### src/rtl/scld_pkg.sv
// Package for the serial command line decoder: sizes, codes, keyword table,
// controller/datapath interface structs and byte helper functions. No dependencies.
`timescale 1ns / 1ps

package scld_pkg;

    localparam int unsigned LINE_BYTES = 64;
    localparam int unsigned FILL_W     = $clog2(LINE_BYTES + 1);

    localparam int unsigned KW_NUM  = 5;
    localparam int unsigned KW_MAX  = 8;
    localparam int unsigned HIST_N  = KW_MAX - 1;

    typedef logic [2:0] t_kind;

    localparam t_kind KIND_SINE     = 3'd0;
    localparam t_kind KIND_TRIANGLE = 3'd1;
    localparam t_kind KIND_SQUARE   = 3'd2;
    localparam t_kind KIND_RAMP     = 3'd3;
    localparam t_kind KIND_HELP     = 3'd4;
    localparam t_kind KIND_UNKNOWN  = 3'd5;
    localparam t_kind KIND_TOO_LONG = 3'd6;

    localparam logic [7:0] CH_LF    = 8'h0A;
    localparam logic [7:0] CH_CR    = 8'h0D;
    localparam logic [7:0] CH_SPACE = 8'h20;
    localparam logic [7:0] CH_PLUS  = 8'h2B;
    localparam logic [7:0] CH_MINUS = 8'h2D;
    localparam logic [7:0] CH_ZERO  = 8'h30;
    localparam logic [7:0] CH_NINE  = 8'h39;

    localparam logic [31:0] MAG_SAT = 32'h8000_0000;
    localparam logic [31:0] POS_MAX = 32'h7FFF_FFFF;

    // Keyword bytes stored last character first, zero padded.
    localparam logic [7:0] KW_REV [KW_NUM][KW_MAX] = '{
        '{"e", "n", "i", "s", 8'h00, 8'h00, 8'h00, 8'h00},
        '{"e", "l", "g", "n", "a", "i", "r", "t"},
        '{"e", "r", "a", "u", "q", "s", 8'h00, 8'h00},
        '{"p", "m", "a", "r", 8'h00, 8'h00, 8'h00, 8'h00},
        '{"p", "l", "e", "h", 8'h00, 8'h00, 8'h00, 8'h00}
    };
    localparam int unsigned KW_LEN [KW_NUM] = '{4, 8, 6, 4, 4};

    typedef logic [HIST_N-1:0][7:0] t_hist;

    typedef struct packed {
        logic load;
        logic step;
        logic out_load;
    } t_cmd;

    typedef struct packed {
        logic eol;
    } t_status;

    function automatic logic is_blank(input logic [7:0] c);
        return (c == CH_SPACE) || ((c >= 8'd9) && (c <= 8'd13));
    endfunction

    function automatic logic is_digit(input logic [7:0] c);
        return (c >= CH_ZERO) && (c <= CH_NINE);
    endfunction

    // Match keyword k on the window that ends with byte c.
    function automatic logic kw_hit(input int unsigned k, input logic [7:0] c,
                                    input t_hist h);
        logic hit;
        logic [7:0] b;
        hit = 1'b1;
        for (int unsigned j = 0; j < KW_MAX; j++) begin
            b = (j == 0) ? c : h[(j == 0) ? 0 : j - 1];
            if ((j < KW_LEN[k]) && (b != KW_REV[k][j])) begin
                hit = 1'b0;
            end
        end
        return hit;
    endfunction

endpackage

### src/rtl/serial_command_line_decoder_core.sv
// Serial command line decoder: gathers received bytes into lines and reports
// the command found in each. It takes a byte in the idle state, captures the
// transaction, and folds the byte into the line state (fill count, keyword
// window, running number parse) in the work state, so no end-of-line scan is
// needed; it takes no new byte until that update is done. A line end that
// must report waits in the update cycle while the previous result still sits
// unaccepted in the output register. The result register loads at the clock
// edge that ends the update of the line end, once the output is free.
// Depends on scld_pkg, scld_ctrl and scld_datapath.
`timescale 1ns / 1ps

module serial_command_line_decoder_core
    import scld_pkg::*;
(
    input  logic        i_clk,
    input  logic        i_rst_n,
    input  logic        s_axis_tvalid,
    output logic        s_axis_tready,
    input  logic [7:0]  s_axis_tdata,   // [7:0] rx_byte
    output logic        m_axis_tvalid,
    input  logic        m_axis_tready,
    output logic [39:0] m_axis_tdata,   // [31:0] frequency, [32] has_number, [39:33] zero
    output logic [2:0]  m_axis_tuser    // [2:0] kind
);

    t_cmd        cmd;
    t_status     status;
    t_kind       kind;
    logic [31:0] frequency;
    logic        has_number;

    scld_ctrl u_ctrl (
        .i_clk       (i_clk),
        .i_rst_n     (i_rst_n),
        .i_in_valid  (s_axis_tvalid),
        .o_in_ready  (s_axis_tready),
        .o_out_valid (m_axis_tvalid),
        .i_out_ready (m_axis_tready),
        .i_status    (status),
        .o_cmd       (cmd)
    );

    scld_datapath u_datapath (
        .i_clk        (i_clk),
        .i_rst_n      (i_rst_n),
        .i_cmd        (cmd),
        .i_rx_byte    (s_axis_tdata),
        .o_status     (status),
        .o_kind       (kind),
        .o_frequency  (frequency),
        .o_has_number (has_number)
    );

    assign m_axis_tdata = {7'b0, has_number, frequency};
    assign m_axis_tuser = kind;

endmodule

### src/rtl/scld_ctrl.sv
// Controller for the serial command line decoder: sequences byte capture,
// line update and the result register valid flag. Depends on scld_pkg.
`timescale 1ns / 1ps

module scld_ctrl
    import scld_pkg::*;
(
    input  logic    i_clk,
    input  logic    i_rst_n,
    input  logic    i_in_valid,
    output logic    o_in_ready,
    output logic    o_out_valid,
    input  logic    i_out_ready,
    input  t_status i_status,
    output t_cmd    o_cmd
);

    localparam logic ST_IDLE = 1'b0;
    localparam logic ST_WORK = 1'b1;

    logic r_state, n_state;
    logic r_out_valid, n_out_valid;

    always_comb begin
        n_state   = r_state;
        o_cmd     = '0;
        case (r_state)
            ST_IDLE: begin
                if (i_in_valid) begin
                    o_cmd.load = 1'b1;
                    n_state    = ST_WORK;
                end
            end
            ST_WORK: begin
                if (!i_status.eol) begin
                    o_cmd.step = 1'b1;
                    n_state    = ST_IDLE;
                end else if (!r_out_valid || i_out_ready) begin
                    o_cmd.step     = 1'b1;
                    o_cmd.out_load = 1'b1;
                    n_state        = ST_IDLE;
                end
            end
            default: begin
                n_state = ST_IDLE;
            end
        endcase
    end

    always_comb begin
        n_out_valid = r_out_valid;
        if (o_cmd.out_load) begin
            n_out_valid = 1'b1;
        end else if (r_out_valid && i_out_ready) begin
            n_out_valid = 1'b0;
        end
    end

    always_ff @(posedge i_clk) begin
        if (!i_rst_n) begin
            r_state     <= ST_IDLE;
            r_out_valid <= 1'b0;
        end else begin
            r_state     <= n_state;
            r_out_valid <= n_out_valid;
        end
    end

    assign o_in_ready  = (r_state == ST_IDLE);
    assign o_out_valid = r_out_valid;

endmodule

### src/rtl/scld_datapath.sv
// Datapath for the serial command line decoder: fill count, keyword window,
// running number parse and the result register. Depends on scld_pkg.
`timescale 1ns / 1ps

module scld_datapath
    import scld_pkg::*;
(
    input  logic        i_clk,
    input  logic        i_rst_n,
    input  t_cmd        i_cmd,
    input  logic [7:0]  i_rx_byte,
    output t_status     o_status,
    output t_kind       o_kind,
    output logic [31:0] o_frequency,
    output logic        o_has_number
);

    localparam logic [1:0] P_OFF   = 2'd0;
    localparam logic [1:0] P_BLANK = 2'd1;
    localparam logic [1:0] P_DIGIT = 2'd2;
    localparam logic [1:0] P_DONE  = 2'd3;

    logic [7:0]        r_byte;
    logic [FILL_W-1:0] r_fill, n_fill;
    t_hist             r_hist, n_hist;
    logic [KW_NUM-1:0] r_found, n_found;
    logic [1:0]        r_phase, n_phase;
    logic              r_neg, n_neg;
    logic [31:0]       r_mag, n_mag;

    t_kind             r_kind, n_kind;
    logic [31:0]       r_freq, n_freq;
    logic              r_has, n_has;

    logic              eol;
    logic              store;
    logic [KW_NUM-1:0] hit;
    logic [35:0]       prod;
    logic [31:0]       mag_acc;
    logic [31:0]       num;
    t_kind             kw_kind;
    logic              wave;

    assign eol   = (r_byte == CH_LF) && (r_fill != '0);
    assign store = (r_fill < FILL_W'(LINE_BYTES)) && (r_byte != CH_CR);

    always_comb begin
        for (int unsigned k = 0; k < KW_NUM; k++) begin
            hit[k] = (r_fill >= FILL_W'(KW_LEN[k] - 1)) && kw_hit(k, r_byte, r_hist);
        end
    end

    always_comb begin
        prod = ({4'b0, r_mag} << 3) + ({4'b0, r_mag} << 1) + {32'b0, r_byte[3:0]};
        mag_acc = (prod > {4'b0, MAG_SAT}) ? MAG_SAT : prod[31:0];
    end

    always_comb begin
        n_phase = r_phase;
        n_neg   = r_neg;
        n_mag   = r_mag;
        case (r_phase)
            P_OFF: begin
                if (r_byte == CH_SPACE) begin
                    n_phase = P_BLANK;
                end
            end
            P_BLANK: begin
                if (is_blank(r_byte)) begin
                    n_phase = P_BLANK;
                end else if ((r_byte == CH_PLUS) || (r_byte == CH_MINUS)) begin
                    n_neg   = (r_byte == CH_MINUS);
                    n_phase = P_DIGIT;
                end else if (is_digit(r_byte)) begin
                    n_mag   = mag_acc;
                    n_phase = P_DIGIT;
                end else begin
                    n_phase = P_DONE;
                end
            end
            P_DIGIT: begin
                if (is_digit(r_byte)) begin
                    n_mag = mag_acc;
                end else begin
                    n_phase = P_DONE;
                end
            end
            default: begin
                n_phase = P_DONE;
            end
        endcase
    end

    always_comb begin
        kw_kind = KIND_UNKNOWN;
        for (int k = KW_NUM - 1; k >= 0; k--) begin
            if (r_found[k]) begin
                kw_kind = t_kind'(k);
            end
        end
        wave = (kw_kind <= KIND_RAMP);
        num  = r_neg ? (32'd0 - r_mag) : ((r_mag > POS_MAX) ? POS_MAX : r_mag);
    end

    always_comb begin
        n_fill  = r_fill;
        n_hist  = r_hist;
        n_found = r_found;
        n_kind  = r_kind;
        n_freq  = r_freq;
        n_has   = r_has;
        if (i_cmd.out_load) begin
            if (r_fill >= FILL_W'(LINE_BYTES)) begin
                n_kind = KIND_TOO_LONG;
                n_freq = '0;
                n_has  = 1'b0;
            end else begin
                n_kind = kw_kind;
                n_has  = wave && (r_phase != P_OFF);
                n_freq = (wave && (r_phase != P_OFF)) ? num : '0;
            end
        end
        if (i_cmd.step && !eol && store) begin
            n_fill  = r_fill + FILL_W'(1);
            n_hist  = {r_hist[HIST_N-2:0], r_byte};
            n_found = r_found | hit;
        end
    end

    always_ff @(posedge i_clk) begin
        if (i_cmd.load) begin
            r_byte <= i_rx_byte;
        end
        r_hist <= n_hist;
        r_kind <= n_kind;
        r_freq <= n_freq;
        r_has  <= n_has;
    end

    always_ff @(posedge i_clk) begin
        if (!i_rst_n) begin
            r_fill  <= '0;
            r_found <= '0;
            r_phase <= P_OFF;
            r_neg   <= 1'b0;
            r_mag   <= '0;
        end else if (i_cmd.step && eol) begin
            r_fill  <= '0;
            r_found <= '0;
            r_phase <= P_OFF;
            r_neg   <= 1'b0;
            r_mag   <= '0;
        end else begin
            r_fill  <= n_fill;
            r_found <= n_found;
            if (i_cmd.step && store) begin
                r_phase <= n_phase;
                r_neg   <= n_neg;
                r_mag   <= n_mag;
            end
        end
    end

    assign o_status.eol = eol;
    assign o_kind       = r_kind;
    assign o_frequency  = r_freq;
    assign o_has_number = r_has;

endmodule

### config.mk
export PLATFORM = sky130hd
export DESIGN_NAME = serial_command_line_decoder_core
export DESIGN_NICKNAME = d
export VERILOG_FILES = /design/src/rtl/scld_pkg.sv /design/src/rtl/serial_command_line_decoder_core.sv /design/src/rtl/scld_ctrl.sv /design/src/rtl/scld_datapath.sv
export SDC_FILE = /design/constraint.sdc
export NUM_CORES = 1
export LEC_CHECK = 0
export BUFFER_PORTS_ARGS = -buffer_cell sky130_fd_sc_hd__buf_2
export CAP_MARGIN = 15
export CORE_MARGIN = 8
export CORE_UTILIZATION = 60
export CTS_BUF_LIST = sky130_fd_sc_hd__clkbuf_8
export CTS_CLUSTER_DIAMETER = 80
export CTS_CLUSTER_SIZE = 25
export DETAILED_ROUTE_END_ITERATION = 8
export PLACE_DENSITY = 0.79
export SYNTH_ARGS = -nofsm -noshare
export SYNTH_HDL_FRONTEND = slang
export SYNTH_HIERARCHICAL = 1
export SYNTH_SLANG_ARGS = --single-unit
### constraint.sdc
create_clock -name i_clk -period 15.19 [get_ports i_clk]
set_clock_uncertainty 0.15 [all_clocks]
set_input_delay 0.7595 -clock i_clk [delete_from_list [all_inputs] [get_ports i_clk]]
set_output_delay 0.7595 -clock i_clk [all_outputs]
set_load 0.03 [all_outputs]
## Yosys cells after proc, flatten, opt, wreduce, memory -nomap -nowiden

Cells that the tools add are included.

| word-level totals | value |
|---|---|
| bits in registers | 149 |
| latch bits | 0 |
| RAM bits | 0 |
| memory bits (read-only) | 0 |
| memories | 0 |

| operators by class | value |
|---|---|
| $add $sub $neg | 4 |
| multiply operators | 0 |
| div/mod/pow operators | 0 |
| magnitude comparators | 12 |
| equality and inequality tests | 32 |
| shift operators | 0 |
| muxes and demuxes | 52 |
| bitwise operators | 5 |
| reductions and logical operators | 30 |

Operator list:

| kind | count |
|---|---|
| 32-bit two-way mux | 6 |
| 8-bit by 7-bit inequality test with 1-bit output (second input constant) | 21 |
| 32-bit one-hot mux with 2 select lines | 1 |
| 35-bit by 33-bit adder with 36-bit output | 1 |
| 36-bit by 4-bit adder with 36-bit output | 1 |
| 36-bit by 32-bit greater-than comparator with 1-bit output (second input constant) | 1 |
| 1-bit two-way mux | 33 |
| 32-bit by 31-bit greater-than comparator with 1-bit output (second input constant) | 1 |
| 1-bit by 32-bit subtractor with 32-bit output (first input constant) | 1 |
| 8-bit by 6-bit == test with 1-bit output (second input constant) | 3 |
| 1-bit logical AND | 15 |
| 7-bit by 3-bit greater-or-equal comparator with 1-bit output (second input constant) | 2 |
| 2-bit two-way mux | 6 |
| 3-bit two-way mux | 4 |
| 8-bit by 4-bit == test with 1-bit output (second input constant) | 1 |
| 8-bit by 4-bit greater-or-equal comparator with 1-bit output (second input constant) | 1 |
| 8-bit by 6-bit greater-or-equal comparator with 1-bit output (second input constant) | 1 |
| 8-bit by 4-bit <= comparator with 1-bit output (second input constant) | 1 |
| 8-bit by 6-bit <= comparator with 1-bit output (second input constant) | 1 |
| 8-bit by 4-bit inequality test with 1-bit output (second input constant) | 1 |
| 4-bit AND reduction | 2 |
| 7-bit by 1-bit adder with 7-bit output (second input constant) | 1 |
| 7-bit by 2-bit greater-or-equal comparator with 1-bit output (second input constant) | 1 |
| 7-bit greater-or-equal comparator (second input constant) | 1 |
| 17 further kinds | 28 |

## Longest topological paths before layout

Gate-level depths: netlist of run 1.

| logic depth | value |
|---|---|
| depth after elaboration | 11 |
| mapped depth | 14 |
| mapped depth without buffers | 12 |

## By module

Netlist of run 1, hierarchy kept.

By module, submodules not included:

| module | instances | cells each | area an instance (um^2) |
|---|---|---|---|
| scld_datapath | 1 | 792 | 8445.6 |
| scld_ctrl | 1 | 13 | 107.6 |
| serial_command_line_decoder_core | 1 | 9 | 63.8 |

## Least setup slack after synthesis of run 1

Ideal clock, no wire load.

| path | value |
|---|---|
| path type | flip-flop to flip-flop |
| start point | register u_datapath.r_fill[6] |
| end point | register u_datapath.r_found[1] |
| arrival | 5139 ps |
| required time | 14974 ps |
| slack | 9835 ps |
| stages on the path, launching flop included | 12 |
| buffers on the path | 0 |
| period minus slack after synthesis | 5355 ps |
| cells stage by stage | dfxtp_1 nor4_1 and2_1 a21oi_1 a21oi_1 inv_1 a311o_1 nor2_1 nand2_1 nor4_1 a41oi_1 nor2_1 |

RTL lines:

| item | RTL line | source |
|---|---|---|
| start, declared | scld_datapath.sv:24 | `logic [FILL_W-1:0] r_fill, n_fill;` |
| start signal, assigned | scld_datapath.sv:154 | `r_fill <= n_fill;` |
| end signal, assigned | scld_datapath.sv:155 | `r_found <= n_found;` |
| end, declared | scld_datapath.sv:26 | `logic [KW_NUM-1:0] r_found, n_found;` |

## Worst setup path in the final report of run 1

| path | value |
|---|---|
| start point | register u_datapath.r_mag[2] |
| end point | register u_datapath.r_mag[0] |

| on the way | value |
|---|---|
| word-level cells in the longest chain between the ends | 8 |

RTL lines:

| item | RTL line | source |
|---|---|---|
| start, declared | scld_datapath.sv:29 | `logic [31:0] r_mag, n_mag;` |
| start signal, assigned | scld_datapath.sv:159 | `r_mag <= n_mag;` |
| 35-bit by 33-bit adder with 36-bit output * | scld_datapath.sv:54 | `prod = ({4'b0, r_mag} << 3) + ({4'b0, r_mag} << 1) + {32'b0, r_byte[3:0]};` |
| 36-bit by 4-bit adder with 36-bit output * | scld_datapath.sv:54 |  |
| 36-bit by 32-bit greater-than comparator with 1-bit output * | scld_datapath.sv:55 | `mag_acc = (prod > {4'b0, MAG_SAT}) ? MAG_SAT : prod[31:0];` |
| 32-bit two-way mux * | scld_datapath.sv:55 |  |
| 32-bit two-way mux * | scld_datapath.sv:74, scld_datapath.sv:82 |  |
| 32-bit two-way mux | scld_datapath.sv:71 | `end else if ((r_byte == CH_PLUS) \|\| (r_byte == CH_MINUS)) begin` |
| 32-bit two-way mux | scld_datapath.sv:69 | `if (is_blank(r_byte)) begin` |
| 32-bit one-hot mux with 2 select lines * | scld_datapath.sv:62 | `case (r_phase)` |

Every way passes the cells marked *; elsewhere a longest branch is shown, timed or not. The select of a mux whose other input is x is not followed.
A chain may end at the register's enable or synchronous reset.

==> results of run 1 <==
per-layer routing:
layer	wire [um]	share of wire (%)	global-route usage, %
met5	0	0	0
met4	704	3.3	9.69
met2	10500	49	39.8
met1	8790	41	28.9
met3	1380	6.4	3.99
state kept, by name (all words and copies together), names as in the netlist:
signal	count
u_datapath/r_hist	56
u_datapath/o_frequency	32
u_datapath/r_mag	32
u_datapath/r_byte	8
u_datapath/r_fill	7
u_datapath/r_found	5
u_datapath/o_kind	3
u_datapath/r_phase	2
u_ctrl/o_out_valid	1
u_ctrl/r_state	1
u_datapath/o_has_number	1
u_datapath/r_neg	1
cell type report:
cell class	count	area, um^2	area share [%]
clock buffer	19	262	2.78
multi-input combinational	610	4380	46.7
sequential	149	3980	42.4
tap	184	230	2.45
timing repair buffer	54	307	3.26
inverter	21	78.8	0.839
clock inverter	13	150	1.60
cells in the mapped netlist (all sizes together), types with 3 or more instances:
cell / instances / share of area (%)
buf: 17 / 1.4
o31a: 6 / 0.61
o211ai: 5 / 0.49
nand4b: 7 / 0.71
or3: 12 / 0.90
nand2: 41 / 1.8
a311oi: 3 / 0.30
a21o: 11 / 0.96
o41ai: 4 / 0.41
nor3: 32 / 1.9
a2111oi: 6 / 1.0
mux2: 8 / 1.0
o21a: 15 / 1.3
and4b: 3 / 0.35
and3: 5 / 0.36
a211oi: 31 / 2.7
o211a: 3 / 0.35
o21ai: 27 / 1.6
a21oi: 50 / 2.9
a21boi: 7 / 0.61
ha: 71 / 10
clkbuf: 23 / 1.0
a31oi: 3 / 0.22
nand3: 14 / 0.81
inv: 21 / 0.91
nand3b: 3 / 0.26
or2: 4 / 0.29
a22o: 32 / 3.3
nor4: 8 / 0.58
xor2: 14 / 1.4
dfxtp: 49 / 11
nand2b: 7 / 0.51
xnor2: 19 / 1.9
nor2: 70 / 3.0
nand4: 22 / 1.6
and2: 8 / 0.58
or4: 5 / 0.44
nor2b: 12 / 0.87
o31ai: 6 / 0.68
edfxtp: 100 / 35
power groups by stage:
| stage | clock, mW | combinational (mW) | sequential, mW |
|---|---|---|---|
| 2_1_floorplan | 0 | 0.0144 | 0.453 |
| 3_3_place_gp | 0 | 0.0181 | 0.455 |
| 3_5_place_dp | 0 | 0.0190 | 0.455 |
| 4_1_cts | 0.311 | 0.0190 | 0.446 |
| 5_1_grt | 0.327 | 0.0210 | 0.447 |
| 6_report | 0.308 | 0.0191 | 0.446 |
stage by stage:
| stage | util (%) | cells | hold WS [ns] |
|---|---|---|---|
| 2_1_floorplan | - | 820 | 0.267 |
| 3_3_place_gp | 62.7 | 1016 | 0.274 |
| 3_5_place_dp | 62.8 | 1017 | 0.285 |
| 4_1_cts | 65.7 | 1049 | 0.303 |
| 5_1_grt | 65.9 | 1050 | 0.313 |
| 6_report | 65.9 | 1050 | 0.299 |
cell families after synthesis:
logic type | count (synthesis) | synth area share [%]
adder cells (fa/ha/maj) | 73 | 10.8
other | 1 | 0.0435
buffers and inverters | 61 | 3.35
AND/OR/NAND/NOR | 263 | 16.0
multiplexers | 9 | 1.16
flip-flops | 149 | 46.2
XOR/XNOR | 33 | 3.35
AO/OA/AOI/OAI | 225 | 19.1
worst max-delay path by stage:
stage | slack, ns | to | from | cells past startpoint
detailed placement | 11.00 | u_datapath/r_mag[10] | u_datapath/r_mag[2] | 12
global route | 10.70 | u_datapath/r_mag[0] | u_datapath/r_mag[2] | 12
floorplan | 9.84 | u_datapath/r_found[1] | u_datapath/r_fill[6] | 11
finish | 10.93 | u_datapath/r_mag[0] | u_datapath/r_mag[2] | 12
CTS | 10.98 | u_datapath/r_mag[0] | u_datapath/r_mag[2] | 12
global placement | 11.16 | u_datapath/r_mag[10] | u_datapath/r_mag[2] | 12
critical path, stage by stage (launching register included):
cell and delay [ns]:
dfxtp_1 0.51, inv_1 0.13, fa_1 0.50, fa_1 0.49
nand2b_1 0.21, a21o_1 0.19, a211o_1 0.30, a2111oi_4 0.40
o221a_2 0.29, o211ai_2 0.11, a2111oi_4 0.32, buf_4 0.37
a22o_1 0.19
placed cells by master (no fill, tap or decap), drive strengths merged, types with 4 or more instances in the layout:
cell type	synthesis	routed
edfxtp	100	100
ha	71	71
nor2	70	70
buf	17	54
a21oi	50	50
dfxtp	49	49
nand2	41	41
nor3	32	32
a22o	32	32
a211oi	31	31
o21ai	27	27
inv	21	23
nand4	22	22
clkbuf	23	19
xnor2	19	19
o21a	15	15
nand3	14	14
xor2	14	14
nor2b	12	12
or3	12	12
a21o	11	11
nor4	8	8
and2	8	8
mux2	8	8
conb	1	7
nand2b	7	7
a21boi	7	7
nand4b	7	7
o31a	6	6
o31ai	6	6
a2111oi	6	6
or4	5	5
and3	5	5
clkinv	0	5
o211ai	5	5
clkinvlp	0	4
o41ai	4	4
or2	4	4
==> results.cfg, run 1 <==
[status]
outcome = finished, final reports clean

[power_and_ir_drop]
power_density_nw_per_um2 = 82.3
netSwitchingPower_mw = 0.172
fin_total_pwr_mw = 0.773
intPower_mw = 0.601
pwr-share-seq_pct = 57.7
vdd_drop_max_uv = 47.8
swShare_pct = 22.2
clockPowerShare_pct = 39.8
comb_power_share_pct = 2.5
p_leak_nw = 3.74

[routing]
ant_nets = 0
wire_per_inst_um = 20.4
post-route-drc-count = 0
drt_first_pass_iters = 6
wl_um = 21400
drt_first_iter_violations = 703
viasPerCell = 6.57
via_count = 6902

[flow_run]
maxCapViolCount = 0

[final_layout]
syn2layout_area_growth_pct = 9.03
diodes = 0
final_area_um2 = 9400
drive_gt1_share_pct = 12.8
nets = 938
nFillCells = 1045

[floorplanning]
pin_count = 57
die_h_um = 136
die_w_um = 136
initial_core_util_pct = 60.4
die_area_um2 = 18500
coreArea_um2 = 14300
rows = 44

[critical_path]
cp-end-kind = flip-flop
crit_type = reg -> reg
crit_path_max_fanout = 31
rrSetupSlack_ns = 10.93
worst_ep_required_time_ns = 15.42
reg2reg_depth = 12
r2r_end = u_datapath/r_mag[0]
cp_data_arrival_time_ns = 4.48
reg2reg_from = u_datapath/r_mag[2]
cp-start-kind = flip-flop

[timing]
grt_setup_unrepaired = no
timing.final.crit_period_ns = 4.26
slew_violations = 0
hold_viol_final = 0
setup_ws_ns = 10.93
fmax_mhz = 235
fin_tns_setup_ns = 0
max_slew_margin_pct = 25.1
worst_pin_slew_ns = 1.12
min_period_over_period_pct = 28.0
finalSetupViolations = 0

[clock_network]
clkTransAtPathRegs_ns = 0.08
htree_levels = 4
postCtsSetupBuffers = 0
root_buffer = clkbuf_8
ctsResizeCount = 0
clk_latency_ns = 0.44
cts-buffers-inserted = 17
cts_tree = yes
max-clock-path-buffers = 2
hold_buffers = 0
clock_sinks = 149

[placement]
pre_cts_slack_ns = 11.00
dp_hpwl_um = 16100
gp_congestion = 0.913
port_buffers = 49
dpl_cell_area_um2 = 8960

[global_route]
grt_usage_pct = 23.4
grt_pass1_vias = 6663
grt_pass1_wl_um = 34200
grt_overflow = 0
antenna_found_initial = 0
grt_max_degree = 64

[min_path]
hold_path_startpoint = u_datapath/r_hist[13]
whs_path_depth = 0
min_path_type = reg -> reg
min_to = u_datapath/r_hist[21]

[synthesis]
ys_seq_area_share_pct = 46.2
yosysWarningCount = 6
synth.distinct_cells = 71
synthArstFlopShare_pct = 0
ys.flop_type = edfxtp_1
syn_avg_cell_area_um2 = 10.6
postSynthCellCount = 814
synth_area_um2 = 8620
synth-edff-count = 100
ys_seq_elements = 149
No activity file was read; power rests on OpenSTA's default activity.
==> inputs of run 2 (changes only) <==
--- a/config.mk
+++ b/config.mk
@@ -5,10 +5,11 @@
 export SDC_FILE = /design/constraint.sdc
 export NUM_CORES = 1
 export LEC_CHECK = 0
+export ABC_AREA = 1
 export BUFFER_PORTS_ARGS = -buffer_cell sky130_fd_sc_hd__buf_2
 export CAP_MARGIN = 15
 export CORE_MARGIN = 8
-export CORE_UTILIZATION = 60
+export CORE_UTILIZATION = 58
 export CTS_BUF_LIST = sky130_fd_sc_hd__clkbuf_8
 export CTS_CLUSTER_DIAMETER = 80
 export CTS_CLUSTER_SIZE = 25
==> constraint.sdc (replaced) <==
create_clock -name i_clk -period 3.7 [get_ports i_clk]
set_clock_uncertainty 0.15 [all_clocks]
set_input_delay 0.185 -clock i_clk [delete_from_list [all_inputs] [get_ports i_clk]]
set_output_delay 0.185 -clock i_clk [all_outputs]
set_load 0.03 [all_outputs]
==> run 2 against run 1 <==
Die area increased by 16%. Area after synthesis rose by 14%. Maximum frequency up 22%. Critical path type unchanged.
==> results.cfg, run 2 <==
[min_path]
whs_path_depth = 3
min_path_type = in -> reg
hold_path_startpoint = s_axis_tvalid
min_to = u_datapath/r_byte[6]

[synthesis]
ys_seq_elements = 149
ys_seq_area_share_pct = 40.6
synth_area_leaders = edfxtp_1 31%, nand2_1 11%, dfxtp_1 10%
synth.distinct_cells = 47
postSynthCellCount = 1275
ys.flop_type = edfxtp_1
yosysMostFrequentCell = nand2_1
synth_area_um2 = 9800
yosysWarningCount = 6
syn_avg_cell_area_um2 = 7.69
synthArstFlopShare_pct = 0
yosysTopAreaCell = edfxtp_1
yosysTopAreaCellShare_pct = 30.6
synth-edff-count = 100
synth.top_cells.by_count = 281 x nand2_1, 211 x inv_1, 106 x nor2_1

[power_and_ir_drop]
pwr-share-seq_pct = 57.8
p_leak_nw = 4.94
netSwitchingPower_mw = 0.841
vdd_drop_max_uv = 214
intPower_mw = 2.36
power_density_nw_per_um2 = 295
clockPowerShare_pct = 38.3
comb_power_share_pct = 3.9
swShare_pct = 26.3

[placement]
gp_congestion = 0.930
dpl_cell_area_um2 = 10300
port_buffers = 49
dp_hpwl_um = 18400
dp.cells = 1531

[clock_network]
max-clock-path-buffers = 2
htree_levels = 4
clock_sinks = 149
clkTransAtPathRegs_ns = 0.10
clk_latency_ns = 0.45
cts-buffers-inserted = 17
root_buffer = clkbuf_8
cts_tree = yes

[routing]
drt_first_iter_violations = 919
ant_nets = 0
post-route-drc-count = 0
viasPerCell = 5.68
wl_um = 24500
via_count = 8964
wire_per_inst_um = 15.5
drt_first_pass_iters = 5

[flow_run]
maxCapViolCount = 0

[critical_path]
r2r_end = u_datapath/r_mag[14]
path_delay_family = simple AND/OR/NAND/NOR gates
path_cells = ha_1 > ha_2 > inv_1 > fa_1 > inv_1 > nand2_1 > nand2_1 > and2_1 > nand2_1 > nand3_1 > nand2_1 > nand3_1 > nand2_1 > nor2_1 > nand2_1 > nor2_1 > nand2_4 > nand2_8 > nand3_1 > a21oi_1
crit_path_max_fanout = 16
crit_slowest_cell = edfxtp_1
cp_data_arrival_time_ns = 3.69
path_common_cell = nand2_1
slowest_delay_ns = 0.47
cp-end-kind = flip-flop
reg2reg_from = u_datapath/r_byte[2]
worst_ep_required_time_ns = 3.91
rrSetupSlack_ns = 0.22
critPathBufInv = 2
reg2reg_depth = 20
cp-start-kind = flip-flop
crit_type = reg -> reg

[global_route]
antenna_found_initial = 0
grt_pass1_wl_um = 39700
grt_pass1_vias = 8175
grt_overflow = 0
grt_max_degree = 60
grt_usage_pct = 22.6

[status]
outcome = finished, final reports clean

[final_layout]
top_register = u_datapath/r_hist
fin_cells = 1578
syn2layout_area_growth_pct = 10.8
final_cell_mix = 281 x nand2_1, 208 x inv_1, 106 x nor2_1, 100 x edfxtp_1, 89 x nand3_1
nets = 1430
final_area_um2 = 10900
nFillCells = 1445
final_common_cell = nand2_1
largest_reg_flops = 56
diodes = 0
drive_gt1_share_pct = 10.0

[timing]
timing.final.crit_period_ns = 3.48
worst_pin_slew_ns = 0.715
fmax_mhz = 288
hold_viol_final = 0
max_slew_margin_pct = 52.0
slew_violations = 0
hold_ws_ns = 0.0482
min_period_over_period_pct = 94.0
finalSetupViolations = 0

[floorplanning]
coreArea_um2 = 16600
die_w_um = 146
pin_count = 57
die_h_um = 146
die_area_um2 = 21300
rows = 47
initial_core_util_pct = 59.1
## run 2: cell types whose count changed after synthesis, sizes merged, moves of 13 or more
cell,previous run,this run
o21ai,27,71
xnor2,19,5
a22o,32,0
nand2,41,287
a31oi,3,24
nor2,70,113
a211oi,31,12
nand3,14,99
o21a,15,2
inv,21,212
a21oi,50,78
## run 2: tightest hold or removal path, delay by kind of cell
family | cells | cell delay (ns)
AND/OR/NAND/NOR | 1 | 0.12
buffers and inverters | 2 | 0.14
## run 2: how the worst max path moves through the flow
stage | startpoint | to | slack (ns) | cells past startpoint
after floorplan | u_datapath/r_fill[6] | u_datapath/r_hist[0] | 0.32 | 12
final | u_datapath/r_byte[2] | u_datapath/r_mag[14] | 0.22 | 20
after CTS | u_datapath/r_byte[2] | u_datapath/r_mag[14] | 0.15 | 20
after global placement | u_datapath/r_byte[2] | u_datapath/r_mag[25] | 0.25 | 20
after global routing | u_datapath/r_byte[2] | u_datapath/r_mag[23] | -0.01 | 20
after detailed placement | u_datapath/r_byte[3] | u_datapath/r_mag[21] | 0.22 | 17
## run 2: timing repair
| item | 4_1_cts | 5_1_grt |
|---|---|---|
| endpoints found under the setup margin | 0 | 31 |
| hold buffers | 12 | 0 |
| setup buffers | 0 | 2 |
| gates resized for setup | 0 | 8 |
| hold endpoints to repair | 18 | 0 |
## run 2: per-stage QoR
stage	TNS, ns	worst slack (ns)	power [mW]	utilization (%)
6_report	0	0.223	3.21	65.5
4_1_cts	0	0.153	3.21	65.2
5_1_grt	-0.0129	-0.00957	3.29	65.5
3_5_place_dp	0	0.222	2.00	62.1
2_1_floorplan	0	0.319	1.96	-
3_3_place_gp	0	0.249	1.99	62.1
## run 2: cell families (layout without fill, tap and decap cells)
kind of cell	Yosys count	in the layout	share of synthesized area, %
XOR/XNOR	8	8	0.715
flip-flops	149	149	40.6
AO/OA/AOI/OAI	205	205	12.0
other	1	7	0.0383
buffers and inverters	248	324	10.3
adder cells (fa/ha/maj)	73	73	9.47
AND/OR/NAND/NOR	591	592	26.9
## run 2: area by class of cell
cell class	count	area [um^2]	share of cell area, %
multi-input combinational	885	4880	44.9
sequential	149	3980	36.7
inverter	215	811	7.46
timing repair buffer	77	523	4.81
tap	220	275	2.53
clock buffer	17	234	2.15
clock inverter	15	155	1.43
## run 2: metal layers
layer / wire length, um / vias to the layer above / track usage [%]
met5: 0 / - / 0
met4: 335 / 0 / 6.44
met3: 2310 / 27 / 4.14
met2: 10600 / 418 / 34.5
met1: 11200 / 4096 / 32.0
li1: - / 4423 / -
## run 2: power by group through the flow
| stage | combinational [mW] | clock [mW] | sequential, mW |
|---|---|---|---|
| after global placement | 0.104 | 0 | 1.89 |
| after floorplan | 0.0817 | 0 | 1.88 |
| after global routing | 0.136 | 1.30 | 1.86 |
| after CTS | 0.119 | 1.24 | 1.85 |
| after detailed placement | 0.108 | 0 | 1.89 |
| final | 0.124 | 1.23 | 1.85 |
==> inputs of run 3 (changes only) <==
--- a/config.mk
+++ b/config.mk
@@ -5,15 +5,15 @@
 export SDC_FILE = /design/constraint.sdc
 export NUM_CORES = 1
 export LEC_CHECK = 0
-export ABC_AREA = 1
 export BUFFER_PORTS_ARGS = -buffer_cell sky130_fd_sc_hd__buf_2
 export CAP_MARGIN = 15
 export CORE_MARGIN = 8
-export CORE_UTILIZATION = 58
+export CORE_UTILIZATION = 57
 export CTS_BUF_LIST = sky130_fd_sc_hd__clkbuf_8
 export CTS_CLUSTER_DIAMETER = 80
 export CTS_CLUSTER_SIZE = 25
 export DETAILED_ROUTE_END_ITERATION = 8
+export MAX_ROUTING_LAYER = met4
 export PLACE_DENSITY = 0.79
 export SYNTH_ARGS = -nofsm -noshare
 export SYNTH_HDL_FRONTEND = slang
==> constraint.sdc (replaced) <==
create_clock -name i_clk -period 3.7 [get_ports i_clk]
set_clock_uncertainty 0.15 [all_clocks]
set_input_delay 0 -clock i_clk [delete_from_list [all_inputs] [get_ports i_clk]]
set_output_delay 0 -clock i_clk [all_outputs]
set_load 0.03 [all_outputs]
==> run 3 against run 2 <==
The run now ends with setup timing left. Sequential power barely moved. Utilization rose by 0.95 points. Setup slack got worse by 0.29 ns. Total power rose by 3.3%. Critical path type unchanged. Critical endpoint is now u_datapath/r_mag[21]. Largest power group unchanged. Highest routed layer unchanged.
==> results.cfg, run 3 (synthesis gave the netlist of run 1 again) <==
[critical_path]
cp_data_arrival_time_ns = 4.01
crit_path_max_fanout = 8
crit_type = reg -> reg
worst_ep_required_time_ns = 3.95
cp-start-kind = flip-flop
cp-end-kind = flip-flop
startpoint = u_datapath/r_byte[2]
reg2reg_from = u_datapath/r_byte[2]

[flow_run]
maxCapViolCount = 0

[final_layout]
nets = 995
final_util_pct = 66.5
final_cell_mix = 100 x edfxtp_1, 70 x ha_1, 67 x nor2_1, 50 x a21oi_1, 49 x buf_2
final_area_um2 = 9960
top_register = u_datapath/r_hist
syn2layout_area_growth_pct = 15.5
final_common_cell = edfxtp_1
drive_gt1_share_pct = 18.0
nFillCells = 1089
diodes = 0
largest_reg_flops = 56

[routing]
viasPerCell = 6.17
post-route-drc-count = 0
drt_first_pass_iters = 5
via_count = 6858
drt_first_iter_violations = 649
ant_nets = 0
wl_um = 19900
wire_per_inst_um = 17.9

[min_path]
min_path_type = in -> reg
hold_path_startpoint = s_axis_tdata[5]

[clock_network]
htree_levels = 4
max-clock-path-buffers = 2
clk_latency_ns = 0.46
cts_tree = yes
clock_sinks = 149
root_buffer = clkbuf_8
clkTransAtPathRegs_ns = 0.09
cts-buffers-inserted = 17

[placement]
dp_hpwl_um = 14000
gp_congestion = 0.912
port_buffers = 49
pre_cts_slack_ns = 0.0640
dpl_cell_area_um2 = 9250

[timing]
setup_ws_ns = -0.0655
slew_violations = 0
max_slew_margin_pct = 29.4
worst_pin_slew_ns = 1.06
fmax_mhz = 266
hold_viol_final = 0
fin_tns_setup_ns = -1.26
finalSetupViolations = 31
timing.final.crit_period_ns = 3.77
grt_setup_unrepaired = yes
min_period_over_period_pct = 102

[status]
violations = setup timing
outcome = finished with violations

[global_route]
grt_usage_pct = 20.7
grt_pass1_wl_um = 31800
grt_pass1_vias = 6387
antenna_found_initial = 0
grt_max_degree = 51
grt_overflow = 0

[floorplanning]
die_h_um = 139
coreArea_um2 = 15000
rows = 45
die_w_um = 139
initial_core_util_pct = 57.5
pin_count = 57
die_area_um2 = 19300

[power_and_ir_drop]
power_density_nw_per_um2 = 333
p_leak_nw = 3.88
vdd_drop_max_uv = 206
fin_total_pwr_mw = 3.31
==> run 3: worst paths after layout <==
path | end | slack [ns] | cells past startpoint
setup / recovery | u_datapath/r_mag[21] | -0.07 | 14
hold / removal | u_datapath/r_byte[5] | 0.10 | 2
setup reg to reg | u_datapath/r_mag[21] | -0.07 | 14
hold reg to reg | u_datapath/r_hist[49] | 0.30 | 0
==> run 3: stage by stage <==
step	cells	hold WS (ns)
3_3_place_gp	1056	0.0282
3_5_place_dp	1056	0.0288
5_1_grt	1111	0.0895
6_report	1111	0.103
2_1_floorplan	820	-0.0511
4_1_cts	1100	0.0793
==> run 3: where the power goes <==
group,switching [mW],total (mW),internal [mW]
Sequential,0.0225,1.82,1.80
Clock,0.689,1.39,0.699
Combinational,0.0608,0.0976,0.0367
==> run 3: metal layers <==
metal  global-route usage, %  up-vias  part of all wire, %
met5                       -        -                    0
met4                    8.03        0                  1.9
met3                    3.58       33                  7.2
met2                    31.0      259                   45
met1                    27.4     3233                   46
li1                        -     3333                    -
==> run 3: what timing repair did <==
item                                   in CTS  in global routing
gates resized for setup                     0                 11
setup endpoints to repair                   0                 32
setup buffers                               0                  8
endpoints found under the hold margin      34                  0
hold buffers                               12                  0
==> run 3: critical path: stages (launching register included) <==
cell	delay, ns
edfxtp_1	0.40
ha_1	0.29
ha_2	0.18
inv_2	0.05
fa_2	0.38
nand2b_4	0.16
a21o_1	0.17
a211o_1	0.34
a2111oi_4	0.40
o221a_2	0.27
o211ai_2	0.10
a2111oi_4	0.34
buf_6	0.19
clkbuf_16	0.17
a22o_1	0.12
==> run 3: area by class of cell <==
| cell class | count | area (um^2) | area share (%) |
|---|---|---|---|
| well taps | 188 | 235 | 2.36 |
| repair buffers | 111 | 808 | 8.12 |
| clock buffers | 17 | 234 | 2.35 |
| clock inverters | 15 | 208 | 2.09 |
| multi-input cells | 610 | 4400 | 44.2 |
| inverters | 21 | 78.8 | 0.792 |
| flip-flops and latches | 149 | 3990 | 40.1 |
